--- src/hsg_pkg.sv ---
// Shared types and constants of the homing step generator.
// Used by every module in src; depends on nothing.
package hsg_pkg;

  localparam int unsigned AXES       = 3;
  localparam int unsigned STEPS_W    = 16;
  localparam int unsigned CNT_W      = 18;
  localparam int unsigned DELAY_W    = 24;
  localparam int unsigned RATE_W     = 32;
  localparam int unsigned CFG_DATA_W = 24;
  localparam int unsigned CFG_IDX_W  = 3;

  localparam logic [DELAY_W-1:0] ACCEL_TICK_US  = DELAY_W'(20000);
  localparam logic [DELAY_W-1:0] START_DELAY_US = DELAY_W'(75000);
  localparam logic [DELAY_W-1:0] CRUISE_RESET   = DELAY_W'(1000);
  localparam int unsigned US_PER_MINUTE = 60000000;
  localparam int unsigned QUOT_W        = $clog2(US_PER_MINUTE + 1);
  localparam int unsigned ITER_W        = $clog2(QUOT_W);
  localparam logic [QUOT_W-1:0] DIVIDEND = QUOT_W'(US_PER_MINUTE);

  localparam logic [CFG_IDX_W-1:0] REG_AXIS_MASK    = 3'd0;
  localparam logic [CFG_IDX_W-1:0] REG_LEAVE_SWITCH = 3'd1;
  localparam logic [CFG_IDX_W-1:0] REG_STEPS_X      = 3'd2;
  localparam logic [CFG_IDX_W-1:0] REG_STEPS_Y      = 3'd3;
  localparam logic [CFG_IDX_W-1:0] REG_STEPS_Z      = 3'd4;
  localparam logic [CFG_IDX_W-1:0] REG_ACCEL_INC    = 3'd5;
  localparam logic [CFG_IDX_W-1:0] REG_CRUISE_DELAY = 3'd6;
  localparam logic [CFG_IDX_W-1:0] REG_BASE_BITS    = 3'd7;

  localparam logic CMD_START = 1'b0;
  localparam logic CMD_STEP  = 1'b1;

  typedef struct packed {
    logic       command;
    logic [2:0] limit_levels;
    logic       abort;
  } hsg_in_t;

  typedef struct packed {
    logic [2:0]         step_pulses;
    logic [2:0]         direction_levels;
    logic [DELAY_W-1:0] next_delay_us;
    logic               done_res;
  } hsg_out_t;

  typedef struct packed {
    logic load;
    logic advance;
  } hsg_axis_ctrl_t;

  typedef struct packed {
    logic              done;
    logic [QUOT_W-1:0] quotient;
  } hsg_div_res_t;

endpackage

--- src/hsg_axis.sv ---
// Bresenham counter of one axis with its latched step count.
// Depends on hsg_pkg.
module hsg_axis (
  input  logic                         clk_i,
  input  logic                         rst_ni,
  input  hsg_pkg::hsg_axis_ctrl_t      ctrl_i,
  input  logic [hsg_pkg::STEPS_W-1:0]  steps_i,
  input  logic [hsg_pkg::CNT_W-1:0]    start_value_i,
  input  logic [hsg_pkg::STEPS_W-1:0]  event_count_i,
  output logic                         fire_o
);
  import hsg_pkg::*;

  logic [CNT_W-1:0]   count_q, count_d;
  logic [STEPS_W-1:0] held_q, held_d;
  logic [CNT_W-1:0]   sum;

  assign sum    = count_q + CNT_W'(held_q);
  assign fire_o = !sum[CNT_W-1] && (sum != '0);

  always_comb begin
    count_d = count_q;
    held_d  = held_q;
    if (ctrl_i.load) begin
      count_d = start_value_i;
      held_d  = steps_i;
    end else if (ctrl_i.advance) begin
      count_d = fire_o ? sum - CNT_W'(event_count_i) : sum;
    end
  end

  always_ff @(posedge clk_i or negedge rst_ni) begin
    if (!rst_ni) begin
      count_q <= '0;
      held_q  <= '0;
    end else begin
      count_q <= count_d;
      held_q  <= held_d;
    end
  end

endmodule

--- src/hsg_divider.sv ---
// Bit-serial restoring divider that computes the microseconds per minute over the rate.
// One quotient bit per cycle; depends on hsg_pkg.
module hsg_divider (
  input  logic                        clk_i,
  input  logic                        rst_ni,
  input  logic                        start_i,
  input  logic [hsg_pkg::RATE_W-1:0]  divisor_i,
  output hsg_pkg::hsg_div_res_t       res_o
);
  import hsg_pkg::*;

  logic              busy_q, busy_d;
  logic              done_q, done_d;
  logic [ITER_W-1:0] iter_q, iter_d;
  logic [RATE_W-1:0] rem_q, rem_d;
  logic [RATE_W-1:0] div_q, div_d;
  logic [QUOT_W-1:0] shift_q, shift_d;
  logic [RATE_W:0]   trial;
  logic [RATE_W:0]   diff;
  logic              ge;

  assign trial = {rem_q, shift_q[QUOT_W-1]};
  assign diff  = trial - {1'b0, div_q};
  assign ge    = trial >= {1'b0, div_q};

  always_comb begin
    busy_d  = busy_q;
    done_d  = 1'b0;
    iter_d  = iter_q;
    rem_d   = rem_q;
    div_d   = div_q;
    shift_d = shift_q;
    if (start_i) begin
      busy_d  = 1'b1;
      iter_d  = '0;
      rem_d   = '0;
      div_d   = divisor_i;
      shift_d = DIVIDEND;
    end else if (busy_q) begin
      rem_d   = ge ? diff[RATE_W-1:0] : trial[RATE_W-1:0];
      shift_d = {shift_q[QUOT_W-2:0], ge};
      iter_d  = iter_q + 1'b1;
      if (iter_q == ITER_W'(QUOT_W - 1)) begin
        busy_d = 1'b0;
        done_d = 1'b1;
      end
    end
  end

  always_ff @(posedge clk_i or negedge rst_ni) begin
    if (!rst_ni) begin
      busy_q <= 1'b0;
      done_q <= 1'b0;
      iter_q <= '0;
    end else begin
      busy_q <= busy_d;
      done_q <= done_d;
      iter_q <= iter_d;
    end
  end

  always_ff @(posedge clk_i) begin
    rem_q   <= rem_d;
    div_q   <= div_d;
    shift_q <= shift_d;
  end

  assign res_o.done     = done_q;
  assign res_o.quotient = shift_q;

endmodule

--- src/homing_step_generator.sv ---
// Three-axis homing step generator: start and step requests in, one result request out.
// A result waits in the skid entry while the output stalls. The next request is taken
// in the following cycle unless the skid entry is full or an acceleration tick runs
// the 26-bit serial rate divider. Reset is asynchronous and active low; it restores
// the register defaults and clears the axis state, rate, delay and trapezoid counter.
module homing_step_generator (
  input  logic                           clk_i,
  input  logic                           rst_ni,
  input  logic                           in_valid_i,
  output logic                           in_stall_o,
  input  hsg_pkg::hsg_in_t               in_data_i,
  output logic                           out_valid_o,
  input  logic                           out_stall_i,
  output hsg_pkg::hsg_out_t              out_data_o,
  input  logic                           cfg_we_i,
  input  logic [hsg_pkg::CFG_IDX_W-1:0]  cfg_idx_i,
  input  logic [hsg_pkg::CFG_DATA_W-1:0] cfg_data_i
);
  import hsg_pkg::*;

  localparam logic ST_IDLE = 1'b0;
  localparam logic ST_DIV  = 1'b1;

  logic [2:0]         mask_q;
  logic               leave_q;
  logic [STEPS_W-1:0] steps_q [AXES];
  logic [DELAY_W-1:0] inc_q;
  logic [DELAY_W-1:0] cruise_q;
  logic [5:0]         base_q;

  logic               state_q, state_d;
  logic [2:0]         active_q, active_d;
  logic [DELAY_W-1:0] delay_q, delay_d;
  logic [RATE_W-1:0]  rate_q, rate_d;
  logic [DELAY_W-1:0] trap_q, trap_d;
  logic [STEPS_W-1:0] event_q, event_d;
  logic [DELAY_W-1:0] clamp_q, clamp_d;

  hsg_out_t out_q, out_d, pend_q, pend_d, res;
  logic     out_valid_q, out_valid_d, pend_valid_q, pend_valid_d;

  hsg_axis_ctrl_t     axis_ctrl [AXES];
  logic [STEPS_W-1:0] axis_steps [AXES];
  logic [2:0]         fire;
  logic [CNT_W-1:0]   start_value;
  logic [STEPS_W-1:0] max_steps;

  hsg_div_res_t       div_res;
  logic               div_start;

  logic               in_fire, is_step, is_start, out_free;
  logic [2:0]         limits, pulses, active_step;
  logic               all_done;
  logic [DELAY_W:0]   trap_sum;
  logic [DELAY_W-1:0] trap_sat;
  logic               tick;
  logic [RATE_W:0]    rate_sum;
  logic [RATE_W-1:0]  rate_sat;
  logic [QUOT_W-1:0]  quot_clamped;

  assign in_stall_o = (state_q != ST_IDLE) || pend_valid_q;
  assign in_fire    = in_valid_i && !in_stall_o;
  assign is_start   = in_fire && (in_data_i.command == CMD_START);
  assign is_step    = in_fire && (in_data_i.command == CMD_STEP);
  assign out_free   = !out_valid_q || !out_stall_i;

  // Configuration registers.
  always_ff @(posedge clk_i or negedge rst_ni) begin
    if (!rst_ni) begin
      mask_q   <= 3'b111;
      leave_q  <= 1'b0;
      steps_q  <= '{default: '0};
      inc_q    <= '0;
      cruise_q <= CRUISE_RESET;
      base_q   <= '0;
    end else if (cfg_we_i) begin
      unique case (cfg_idx_i)
        REG_AXIS_MASK:    mask_q     <= cfg_data_i[2:0];
        REG_LEAVE_SWITCH: leave_q    <= cfg_data_i[0];
        REG_STEPS_X:      steps_q[0] <= cfg_data_i[STEPS_W-1:0];
        REG_STEPS_Y:      steps_q[1] <= cfg_data_i[STEPS_W-1:0];
        REG_STEPS_Z:      steps_q[2] <= cfg_data_i[STEPS_W-1:0];
        REG_ACCEL_INC:    inc_q      <= cfg_data_i;
        REG_CRUISE_DELAY: cruise_q   <= cfg_data_i;
        REG_BASE_BITS:    base_q     <= cfg_data_i[5:0];
        default: ;
      endcase
    end
  end

  always_comb begin
    max_steps = '0;
    for (int i = 0; i < AXES; i++) begin
      axis_steps[i] = mask_q[i] ? steps_q[i] : '0;
      if (axis_steps[i] > max_steps) max_steps = axis_steps[i];
    end
  end

  assign start_value = '0 - CNT_W'(max_steps[STEPS_W-1:1]);

  for (genvar g = 0; g < AXES; g++) begin : g_axis
    assign axis_ctrl[g] = '{load: is_start, advance: is_step && active_q[g]};
    hsg_axis u_axis (
      .clk_i         (clk_i),
      .rst_ni        (rst_ni),
      .ctrl_i        (axis_ctrl[g]),
      .steps_i       (axis_steps[g]),
      .start_value_i (start_value),
      .event_count_i (event_q),
      .fire_o        (fire[g])
    );
  end

  hsg_divider u_divider (
    .clk_i     (clk_i),
    .rst_ni    (rst_ni),
    .start_i   (div_start),
    .divisor_i (rate_sat),
    .res_o     (div_res)
  );

  assign limits = in_data_i.limit_levels ^ {3{leave_q}};

  always_comb begin
    pulses      = base_q[2:0];
    active_step = active_q;
    for (int i = 0; i < AXES; i++) begin
      if (active_q[i] && fire[i]) begin
        if (limits[i]) pulses[i] = ~pulses[i];
        else           active_step[i] = 1'b0;
      end
    end
  end

  assign all_done = (active_step == '0) || in_data_i.abort;

  assign trap_sum = {1'b0, trap_q} + {1'b0, delay_q};
  assign trap_sat = trap_sum[DELAY_W] ? '1 : trap_sum[DELAY_W-1:0];
  assign tick     = trap_sat > ACCEL_TICK_US;
  assign rate_sum = {1'b0, rate_q} + (RATE_W+1)'(inc_q);
  assign rate_sat = rate_sum[RATE_W] ? '1 : rate_sum[RATE_W-1:0];

  always_comb begin
    quot_clamped = div_res.quotient;
    if (quot_clamped < QUOT_W'(clamp_q)) quot_clamped = QUOT_W'(clamp_q);
  end

  always_comb begin
    state_d   = state_q;
    active_d  = active_q;
    delay_d   = delay_q;
    rate_d    = rate_q;
    trap_d    = trap_q;
    event_d   = event_q;
    clamp_d   = clamp_q;
    div_start = 1'b0;
    res.step_pulses      = base_q[2:0];
    res.direction_levels = base_q[5:3];
    res.next_delay_us    = delay_q;
    res.done_res         = 1'b0;
    unique case (state_q)
      ST_IDLE: begin
        if (is_start) begin
          event_d  = max_steps;
          active_d = mask_q;
          delay_d  = (START_DELAY_US > cruise_q) ? cruise_q : START_DELAY_US;
          rate_d   = '0;
          trap_d   = ACCEL_TICK_US >> 1;
          res.next_delay_us = delay_d;
        end else if (is_step) begin
          if (all_done) begin
            active_d          = '0;
            res.next_delay_us = '0;
            res.done_res      = 1'b1;
          end else begin
            active_d        = active_step;
            res.step_pulses = pulses;
            if (delay_q > cruise_q) begin
              trap_d = tick ? trap_sat - ACCEL_TICK_US : trap_sat;
              if (tick) begin
                rate_d  = rate_sat;
                clamp_d = cruise_q;
                if (rate_sat != '0) begin
                  div_start = 1'b1;
                  state_d   = ST_DIV;
                end
              end
            end
          end
        end
      end
      ST_DIV: begin
        if (div_res.done) begin
          state_d = ST_IDLE;
          delay_d = (quot_clamped > QUOT_W'({DELAY_W{1'b1}})) ? '1
                                                               : quot_clamped[DELAY_W-1:0];
        end
      end
      default: state_d = ST_IDLE;
    endcase
  end

  // Output register with one skid entry behind it.
  always_comb begin
    out_d        = out_q;
    pend_d       = pend_q;
    out_valid_d  = out_valid_q;
    pend_valid_d = pend_valid_q;
    if (in_fire) begin
      if (out_free) begin
        out_d       = res;
        out_valid_d = 1'b1;
      end else begin
        pend_d       = res;
        pend_valid_d = 1'b1;
      end
    end else if (out_free) begin
      out_d        = pend_q;
      out_valid_d  = pend_valid_q;
      pend_valid_d = 1'b0;
    end
  end

  always_ff @(posedge clk_i or negedge rst_ni) begin
    if (!rst_ni) begin
      state_q      <= ST_IDLE;
      active_q     <= '0;
      delay_q      <= '0;
      rate_q       <= '0;
      trap_q       <= '0;
      event_q      <= '0;
      out_valid_q  <= 1'b0;
      pend_valid_q <= 1'b0;
    end else begin
      state_q      <= state_d;
      active_q     <= active_d;
      delay_q      <= delay_d;
      rate_q       <= rate_d;
      trap_q       <= trap_d;
      event_q      <= event_d;
      out_valid_q  <= out_valid_d;
      pend_valid_q <= pend_valid_d;
    end
  end

  always_ff @(posedge clk_i) begin
    out_q   <= out_d;
    pend_q  <= pend_d;
    clamp_q <= clamp_d;
  end

  assign out_valid_o = out_valid_q;
  assign out_data_o  = out_q;

  a_pend_behind_out: assert property (@(posedge clk_i) disable iff (!rst_ni)
    pend_valid_q |-> out_valid_q)
    else $error("Skid entry holds a result while the output register is empty.");

  a_div_done_in_div: assert property (@(posedge clk_i) disable iff (!rst_ni)
    div_res.done |-> (state_q == ST_DIV))
    else $error("Divider finished outside of a divide.");

  a_done_clears_axes: assert property (@(posedge clk_i) disable iff (!rst_ni)
    (in_fire && res.done_res) |=> (active_q == '0))
    else $error("Axes still active after a done result.");

  a_div_start_on_step: assert property (@(posedge clk_i) disable iff (!rst_ni)
    div_start |-> (is_step && (rate_sat != '0)))
    else $error("Divider started without a step request and a nonzero rate.");

endmodule

--- config.mk ---
export PLATFORM = sky130hd
export DESIGN_NAME = homing_step_generator
export DESIGN_NICKNAME = d
export VERILOG_FILES = /design/src/hsg_pkg.sv /design/src/hsg_axis.sv /design/src/hsg_divider.sv /design/src/homing_step_generator.sv
export SDC_FILE = /design/constraint.sdc
export NUM_CORES = 1
export LEC_CHECK = 0
export BUFFER_PORTS_ARGS = -buffer_cell sky130_fd_sc_hd__buf_2
export CORE_UTILIZATION = 43
export DETAILED_ROUTE_END_ITERATION = 12
export SYNTH_ARGS = -nofsm -noshare
export SYNTH_HDL_FRONTEND = slang
export SYNTH_SLANG_ARGS = --single-unit
--- constraint.sdc ---
create_clock -name clk_i -period 18.7 [get_ports clk_i]
set_input_delay 2.805 -clock clk_i [delete_from_list [all_inputs] [get_ports clk_i]]
set_output_delay 2.805 -clock clk_i [all_outputs]
set_load 0.05 [all_outputs]
# After elaboration in Yosys (flattened, before gate mapping)

Index checks and enable logic that the tools add are counted.
W data, S select, Z words.

Register bits after elaboration: 493
Logic and storage cells: 214
Bits of input ports: 37
Output and inout bits: 33

Bitwise operators: 9
$lt $le $gt $ge: 9
Reduce and logical (&&, ||, !) cells: 51
Add/subtract/negate cells: 12
Equality and inequality tests: 12
Multiplexer cells: 84

Operators with widths:

| operator               | count |
|---|---|
| $mux W24               | 11 |
| $mux W32               | 7 |
| $mux W18               | 9 |
| $mux W16               | 6 |
| $mux W31               | 3 |
| $mux W25               | 3 |
| $add A18 B16 Y18       | 3 |
| $reduce_bool A18 Y1    | 3 |
| $sub A18 B16 Y18       | 3 |
| $pmux W24 S2           | 1 |
| $add A32 B24 Y33       | 1 |
| $ge A33 B32 Y1         | 1 |
| $mux W1                | 33 |
| $gt A16 B16 Y1         | 2 |
| $reduce_bool A32 Y1    | 1 |
| $sub A32 B32 Y32       | 1 |
| $gt A26 B24 Y1 const B | 1 |
| $lt A26 B24 Y1         | 1 |
| $mux W26               | 1 |
| $reduce_and A2 Y1      | 13 |
| $add A24 B24 Y25       | 1 |
| $gt A17 B24 Y1 const A | 1 |
| $gt A24 B15 Y1 const B | 1 |
| $gt A24 B24 Y1         | 1 |
| 23 further kinds       | 69 |

# Depth between registers and ports, before layout

Depth in word-level cells: 13
Depth in mapped cells: 28
Depth with buffers taken out: 23

# By module

Synthesis repeated with hierarchy kept, for this count alone.

Cell total of the unflattened synthesis: 3743
Area, all modules: 34795.9 um2

By module, submodules not included:

| module                           | area each (um2) | cells an instance | instances | seq. area each (um2) |
|---|---|---|---|---|
| homing_step_generator            | 19095.8         | 1995              | 1         | 7798.7 |
| hsg_axis at g_axis[0].u_axis ... | 3372.0          | 372               | 2         | 850.8 |
| hsg_divider                      | 5691.7          | 635               | 1         | 2297.2 |
| hsg_axis at g_axis[2].u_axis     | 3264.4          | 369               | 1         | 850.8 |

# Worst setup path after synthesis

No wires, ideal clock.

Path type: register to register
Start: reg mask_q[0]
End: reg g_axis[0].u_axis.count_q[15]
Setup slack: 12.596 ns
Path buffers: 5
Period minus slack after synthesis: 6.104 ns
Arrival: 5.983 ns
Stages on the path, launching flop included: 25
Data required time: 18.579 ns
Setup time: 0.121 ns
Cells stage by stage: dfstp_2 clkbuf_1 clkbuf_1 nand2_1 ha_1 nand2_1 o21a_1 o22ai_1 a211oi_1 a21oi_1 buf_2 clkbuf_1 mux2_2 ha_1 nand4_1 nor4_1 o21ai_0 o2111a_1 a21oi_2 buf_2 mux2i_1 nand3b_1 or4_1 or3_1 a22o_1

Longest elaborated chain between the ends: 9

RTL lines:

| element                | RTL line                    | source |
|---|---|---|
| from (decl)            | homing_step_generator.sv:24 | `logic [2:0] mask_q;` |
| from (signal assigned) | homing_step_generator.sv:78 | `REG_AXIS_MASK: mask_q <= cfg_data_i[2:0];` |
| $mux W16 (*)           | homing_step_generator.sv:94 | `axis_steps[i] = mask_q[i] ? steps_q[i] : '0;` |
| $gt A16 B1 Y1          | homing_step_generator.sv:95 | `if (axis_steps[i] > max_steps) max_steps = axis_steps[i];` |
| $mux W16 (*)           | homing_step_generator.sv:95 |  |
| $gt A16 B16 Y1         | homing_step_generator.sv:95 |  |
| $mux W16 (*)           | homing_step_generator.sv:95 |  |
| $gt A16 B16 Y1         | homing_step_generator.sv:95 |  |
| $mux W16 (*)           | homing_step_generator.sv:95 |  |
| $sub A1 B15 Y16 (*)    | homing_step_generator.sv:99 | `assign start_value = '0 - CNT_W'(max_steps[STEPS_W-1:1]);` |
| $mux W18 (*)           | hsg_axis.sv:24              | `if (ctrl_i.load) begin` |
| to (signal assigned)   | hsg_axis.sv:37              | `count_q <= count_d;` |
| to (decl)              | hsg_axis.sv:14              | `logic [CNT_W-1:0] count_q, count_d;` |

Mark *: on every way between the ends. The rest lies on a longest branch, timed or not.
A chain may end at the register's enable or synchronous reset.

# Worst setup path in the final report

Start: reg mask_q[0]
End: reg g_axis[1].u_axis.count_q[15]

Longest elaborated chain between the ends: 9

RTL lines:

| element              | RTL line |
|---|---|
| $mux W16 (*)         | homing_step_generator.sv:94 |
| $gt A16 B1 Y1        | homing_step_generator.sv:95 |
| $mux W16 (*)         | homing_step_generator.sv:95 |
| $gt A16 B16 Y1       | homing_step_generator.sv:95 |
| $mux W16 (*)         | homing_step_generator.sv:95 |
| $gt A16 B16 Y1       | homing_step_generator.sv:95 |
| $mux W16 (*)         | homing_step_generator.sv:95 |
| $sub A1 B15 Y16 (*)  | homing_step_generator.sv:99 |
| $mux W18 (*)         | hsg_axis.sv:24 |
| to (signal assigned) | hsg_axis.sv:37 |
| to (decl)            | hsg_axis.sv:14 |

Marked as above.

==> PnR_summary.wiki <==
{| class="wikitable"
! Metric !! Value
|-
| Weighted congestion reported at the end of routability-driven placement || 0.9099
|-
| CTS tree || built
|-
| Worst hold path type || register to register
|-
| Worst-case register-to-register setup slack || 11.05 ns
|-
| Part of the power in registers || 0.229
|-
| Relative contribution of the clock network to total power || 0.154
|-
| Overall global routing resource usage || 0.2518
|-
| Sequential cell area fraction in the yosys report || 0.3823
|-
| Final min period || 7.647 ns
|-
| Number of cells on the worst hold path || 0
|-
| Synth warnings || 0
|-
| Wire length per cell after detailed routing || 21.34 um
|-
| Most frequent cells in the layout || 316 x sky130_fd_sc_hd__nand2_1, 307 x sky130_fd_sc_hd__dfrtp_1, 278 x sky130_fd_sc_hd__nor2_1, 260 x sky130_fd_sc_hd__ha_1, 218 x sky130_fd_sc_hd__a21oi_1
|-
| Maximum net fanout on the critical path || 23
|-
| Critical Path End Type || register
|-
| Most common cell after layout, fill and taps aside || sky130_fd_sc_hd__nand2_1
|-
| Count of max-cap constraint violations || 0
|-
| Pleak || 0.01594 uW
|-
| Setup repair bufs after CTS || 0
|-
| Iteration-0 DRC count of the detailed router || 2180
|-
| Global-route wire length before repair || 153600 um
|-
| Ys flop type || sky130_fd_sc_hd__dfrtp_1
|-
| Total number of nets in the final design || 3859
|-
| Later-pin clock latency in the skew report || 0.63 ns
|-
| PortBufs || 69
|-
| Instance count of the mapped netlist || 3537
|-
| Number of nets in the synthesized netlist || 3843
|-
| Number of iterations in the first detailed-routing pass || 6
|-
| Launch point of the worst hold path || base_q[4]$_DFFE_PN0P_
|-
| Count of flip-flops with a built-in enable after synthesis || 118
|-
| Clock buffer count from CTS || 56
|-
| Top layer in use || met5
|-
| Post-CTS Hold Fix Bufs || 0
|-
| Mean Syn Cell Area || 9.354 um2
|-
| Achievable frequency || 0.1308 GHz
|-
| Path depth of the worst reg2reg path || 18
|-
| Type of the worst setup path || register to register
|-
| Met3 wire length || 5510 um
|-
| Antenna Violating Nets Remaining || 0
|-
| Clock-pin slew on the worst setup and hold paths || 0.06 ns
|-
| Cts repair resizes || 0
|-
| Max_slew headroom || 0.1942
|-
| Number of global-route vias before repair || 25830
|-
| Peak ir drop on the vdd network || 0.1133 mV
|-
| Setup TNS || 0 ns
|-
| Yosys reg bits || 493
|-
| Switching power of the nets || 3505 uW
|-
| Metal2 WL || 43280 um
|-
| Final Cycle Share || 0.4090
|-
| Worst clock skew || 0.02763 ns
|-
| P_int || 3934 uW
|-
| Number of vias in the routed layout || 27310
|-
| Combinational power share || 0.617
|-
| End of the worst register-to-register path || g_axis[1].u_axis.count_q[15]$_DFFE_PN0P_
|-
| Core region area || 76080 um2
|-
| Global route overflow || 0
|-
| Final setup fails || 0
|-
| RSZ-0062 raised after global routing || no
|-
| Worst Tran Pin Value || 1.209 ns
|-
| Area of the die || 78060 um2
|-
| Data arrival, critical path || 8.13 ns
|-
| Vias per std cell || 5.898
|-
| M1 wire length || 47530 um
|-
| Number of cell rows || 101
|-
| Initial antenna violation count || 7
|-
| RR Startpoint || mask_q[0]$_DFFE_PN1P_
|-
| Startpoint type of the worst setup path || register
|-
| Finished Core Util || 0.4774
|-
| Hold Path End || pend_q[26]$_DFFE_PP_
|-
| Diodes inserted || 0
|-
| Critical path data required time || 19.18 ns
|-
| FFs w/ async S/R, synth || 0.6430
|-
| Drc violations || 0
|-
| Deepest level of the CTS H-tree || 2
|-
| Height of the chip || 279.4 um
|-
| Final instance area || 36320 um2
|-
| Area post-placement || 34420 um2
|-
| Result of the run || completed
|-
| DP HPWL || 73980 um
|-
| Total count of hold-check failures in the final report || 0
|-
| Maximum number of pins on one net before global-route repair || 95
|-
| PD cells || 204.8 nW/um2
|-
| Final Max Slew Viols || 0
|-
| Die Width || 279.4 um
|-
| Count of different cell masters after synthesis || 99
|-
| Clock tree buffer depth || 3
|-
| Signed area change from the synthesized netlist to the final layout || 9.764%
|-
| Final wirelength || 98780 um
|-
| Root buffer cell || sky130_fd_sc_hd__clkbuf_16
|-
| Effective utilization at floorplan || 0.4349
|-
| Share of cells above drive strength 1 || 0.1178
|-
| Syn Std Cell Area || 33090 um2
|-
| I/O pin count || 70
|-
| Sink Count || 493
|-
| Switching power as a share of total power || 0.4712
|}
-- through the flow --
step           setup WS (ns)  hold WS [ns]  total power (uW)  cells
2_1_floorplan          12.60        0.4410              5137   3537
3_3_place_gp           11.30        0.4522              6207   4525
3_5_place_dp           11.21        0.4562              6220   4525
4_1_cts                11.16        0.4734              7398   4630
5_1_grt                10.48        0.4796              8040   4630
6_report               11.05        0.4708              7439   4630
-- power groups by stage --
| stage | clock network, uW | registers, uW | logic (uW) |
|---|---|---|---|
| floorplan | 0 | 1660 | 3470 |
| global placement | 0 | 1720 | 4490 |
| detailed placement | 0 | 1720 | 4500 |
| CTS | 1160 | 1710 | 4530 |
| global route | 1200 | 1740 | 5100 |
| finish | 1140 | 1710 | 4590 |
-- flip-flops by register name, indices dropped and copies added, names as in the netlist, 31 cells and up --
signal                 flops
rate_q                    32
pend_q                    31
out_data_o                31
g_axis.u_axis.count_q     54
g_axis.u_axis.held_q      48
u_divider.rem_q           32
steps_q                   48
u_divider.div_q           32
-- per-layer routing --
metal	vias up	track usage
met5	-	0
met4	4	0.06796
met3	129	0.03228
met2	731	0.3885
met1	13320	0.3695
li1	13120	-
-- worst max-delay path by stage --
stage / start / endpoint / slack (ns) / cells after the start
after floorplan: mask_q[0]$_DFFE_PN1P_ / g_axis[0].u_axis.count_q[15]$_DFFE_PN0P_ / 12.60 / 24
after global placement: mask_q[0]$_DFFE_PN1P_ / g_axis[1].u_axis.count_q[15]$_DFFE_PN0P_ / 11.30 / 19
after detailed placement: mask_q[0]$_DFFE_PN1P_ / g_axis[1].u_axis.count_q[15]$_DFFE_PN0P_ / 11.21 / 19
after CTS: mask_q[0]$_DFFE_PN1P_ / g_axis[2].u_axis.count_q[15]$_DFFE_PN0P_ / 11.16 / 19
after global routing: mask_q[0]$_DFFE_PN1P_ / g_axis[1].u_axis.count_q[15]$_DFFE_PN0P_ / 10.48 / 19
final: mask_q[0]$_DFFE_PN1P_ / g_axis[1].u_axis.count_q[15]$_DFFE_PN0P_ / 11.05 / 18
-- worst max-delay path, stage by stage, from the launching register on --
cell	delay (ns)
sky130_fd_sc_hd__dfstp_2	0.78
sky130_fd_sc_hd__nand2_1	0.19
sky130_fd_sc_hd__ha_1	0.36
sky130_fd_sc_hd__nand4_1	0.20
sky130_fd_sc_hd__nor3_1	0.22
sky130_fd_sc_hd__o21ai_0	0.13
sky130_fd_sc_hd__a21oi_2	0.88
sky130_fd_sc_hd__mux2_2	0.46
sky130_fd_sc_hd__ha_1	0.30
sky130_fd_sc_hd__nand2_1	0.09
sky130_fd_sc_hd__nor4_1	0.43
sky130_fd_sc_hd__o21ai_0	0.17
sky130_fd_sc_hd__o2111a_1	0.18
sky130_fd_sc_hd__a21oi_2	0.87
sky130_fd_sc_hd__mux2i_1	0.43
sky130_fd_sc_hd__nand3b_1	0.21
sky130_fd_sc_hd__or4_1	0.67
sky130_fd_sc_hd__nor3_1	0.74
sky130_fd_sc_hd__o31ai_1	0.17
-- cells in the mapped netlist (22+ instances only) --
library cell | instances | area share
sky130_fd_sc_hd__ha_1 | 260 | 0.098
sky130_fd_sc_hd__edfxtp_1 | 118 | 0.11
sky130_fd_sc_hd__xnor2_1 | 80 | 0.021
sky130_fd_sc_hd__a22o_1 | 65 | 0.017
sky130_fd_sc_hd__mux2_2 | 151 | 0.051
sky130_fd_sc_hd__a21o_1 | 83 | 0.019
sky130_fd_sc_hd__o21a_1 | 52 | 0.012
sky130_fd_sc_hd__a211oi_1 | 62 | 0.014
sky130_fd_sc_hd__clkbuf_1 | 107 | 0.012
sky130_fd_sc_hd__a21oi_1 | 220 | 0.033
sky130_fd_sc_hd__a221oi_1 | 25 | 0.0066
sky130_fd_sc_hd__xor2_1 | 62 | 0.016
sky130_fd_sc_hd__a211o_1 | 22 | 0.0058
sky130_fd_sc_hd__nor3_1 | 69 | 0.010
sky130_fd_sc_hd__inv_1 | 192 | 0.022
sky130_fd_sc_hd__and3_1 | 30 | 0.0057
sky130_fd_sc_hd__nor2_1 | 279 | 0.032
sky130_fd_sc_hd__a31oi_1 | 32 | 0.0061
sky130_fd_sc_hd__or3_1 | 30 | 0.0057
sky130_fd_sc_hd__o21ai_0 | 189 | 0.029
sky130_fd_sc_hd__nor2b_1 | 36 | 0.0068
sky130_fd_sc_hd__nand2b_1 | 37 | 0.0070
sky130_fd_sc_hd__dfxtp_1 | 58 | 0.035
sky130_fd_sc_hd__mux2i_1 | 65 | 0.020
sky130_fd_sc_hd__nand3_1 | 80 | 0.012
sky130_fd_sc_hd__nand4_1 | 43 | 0.0081
sky130_fd_sc_hd__or2_2 | 23 | 0.0043
sky130_fd_sc_hd__dfrtp_1 | 308 | 0.23
sky130_fd_sc_hd__and2_1 | 35 | 0.0066
sky130_fd_sc_hd__o211ai_1 | 47 | 0.011
sky130_fd_sc_hd__nor4_1 | 25 | 0.0047
sky130_fd_sc_hd__nand2_1 | 317 | 0.036
-- area by class of cell --
| class | instances | area, um2 |
|---|---|---|
| clock inverters | 33 | 349.1 |
| repair buffers | 102 | 603.1 |
| fillers | 7347 | 39760 |
| inverters | 194 | 728.2 |
| multi-input cells | 2706 | 19150 |
| flip-flops and latches | 493 | 12650 |
| clock buffers | 72 | 1545 |
| well taps | 1030 | 1289 |
-- kinds of logic (layout without fill, tap and decap cells) --
group,after synthesis,count (layout),share of synthesized area
simple gates,1076,1076,0.1574
fa+ha+maj,269,269,0.1038
flops,493,493,0.3823
buf+inv,338,401,0.04024
mux,216,216,0.07106
xor+xnor,142,142,0.03759
compound gates,1003,1003,0.2076
Power figures use the tool's default switching activity.
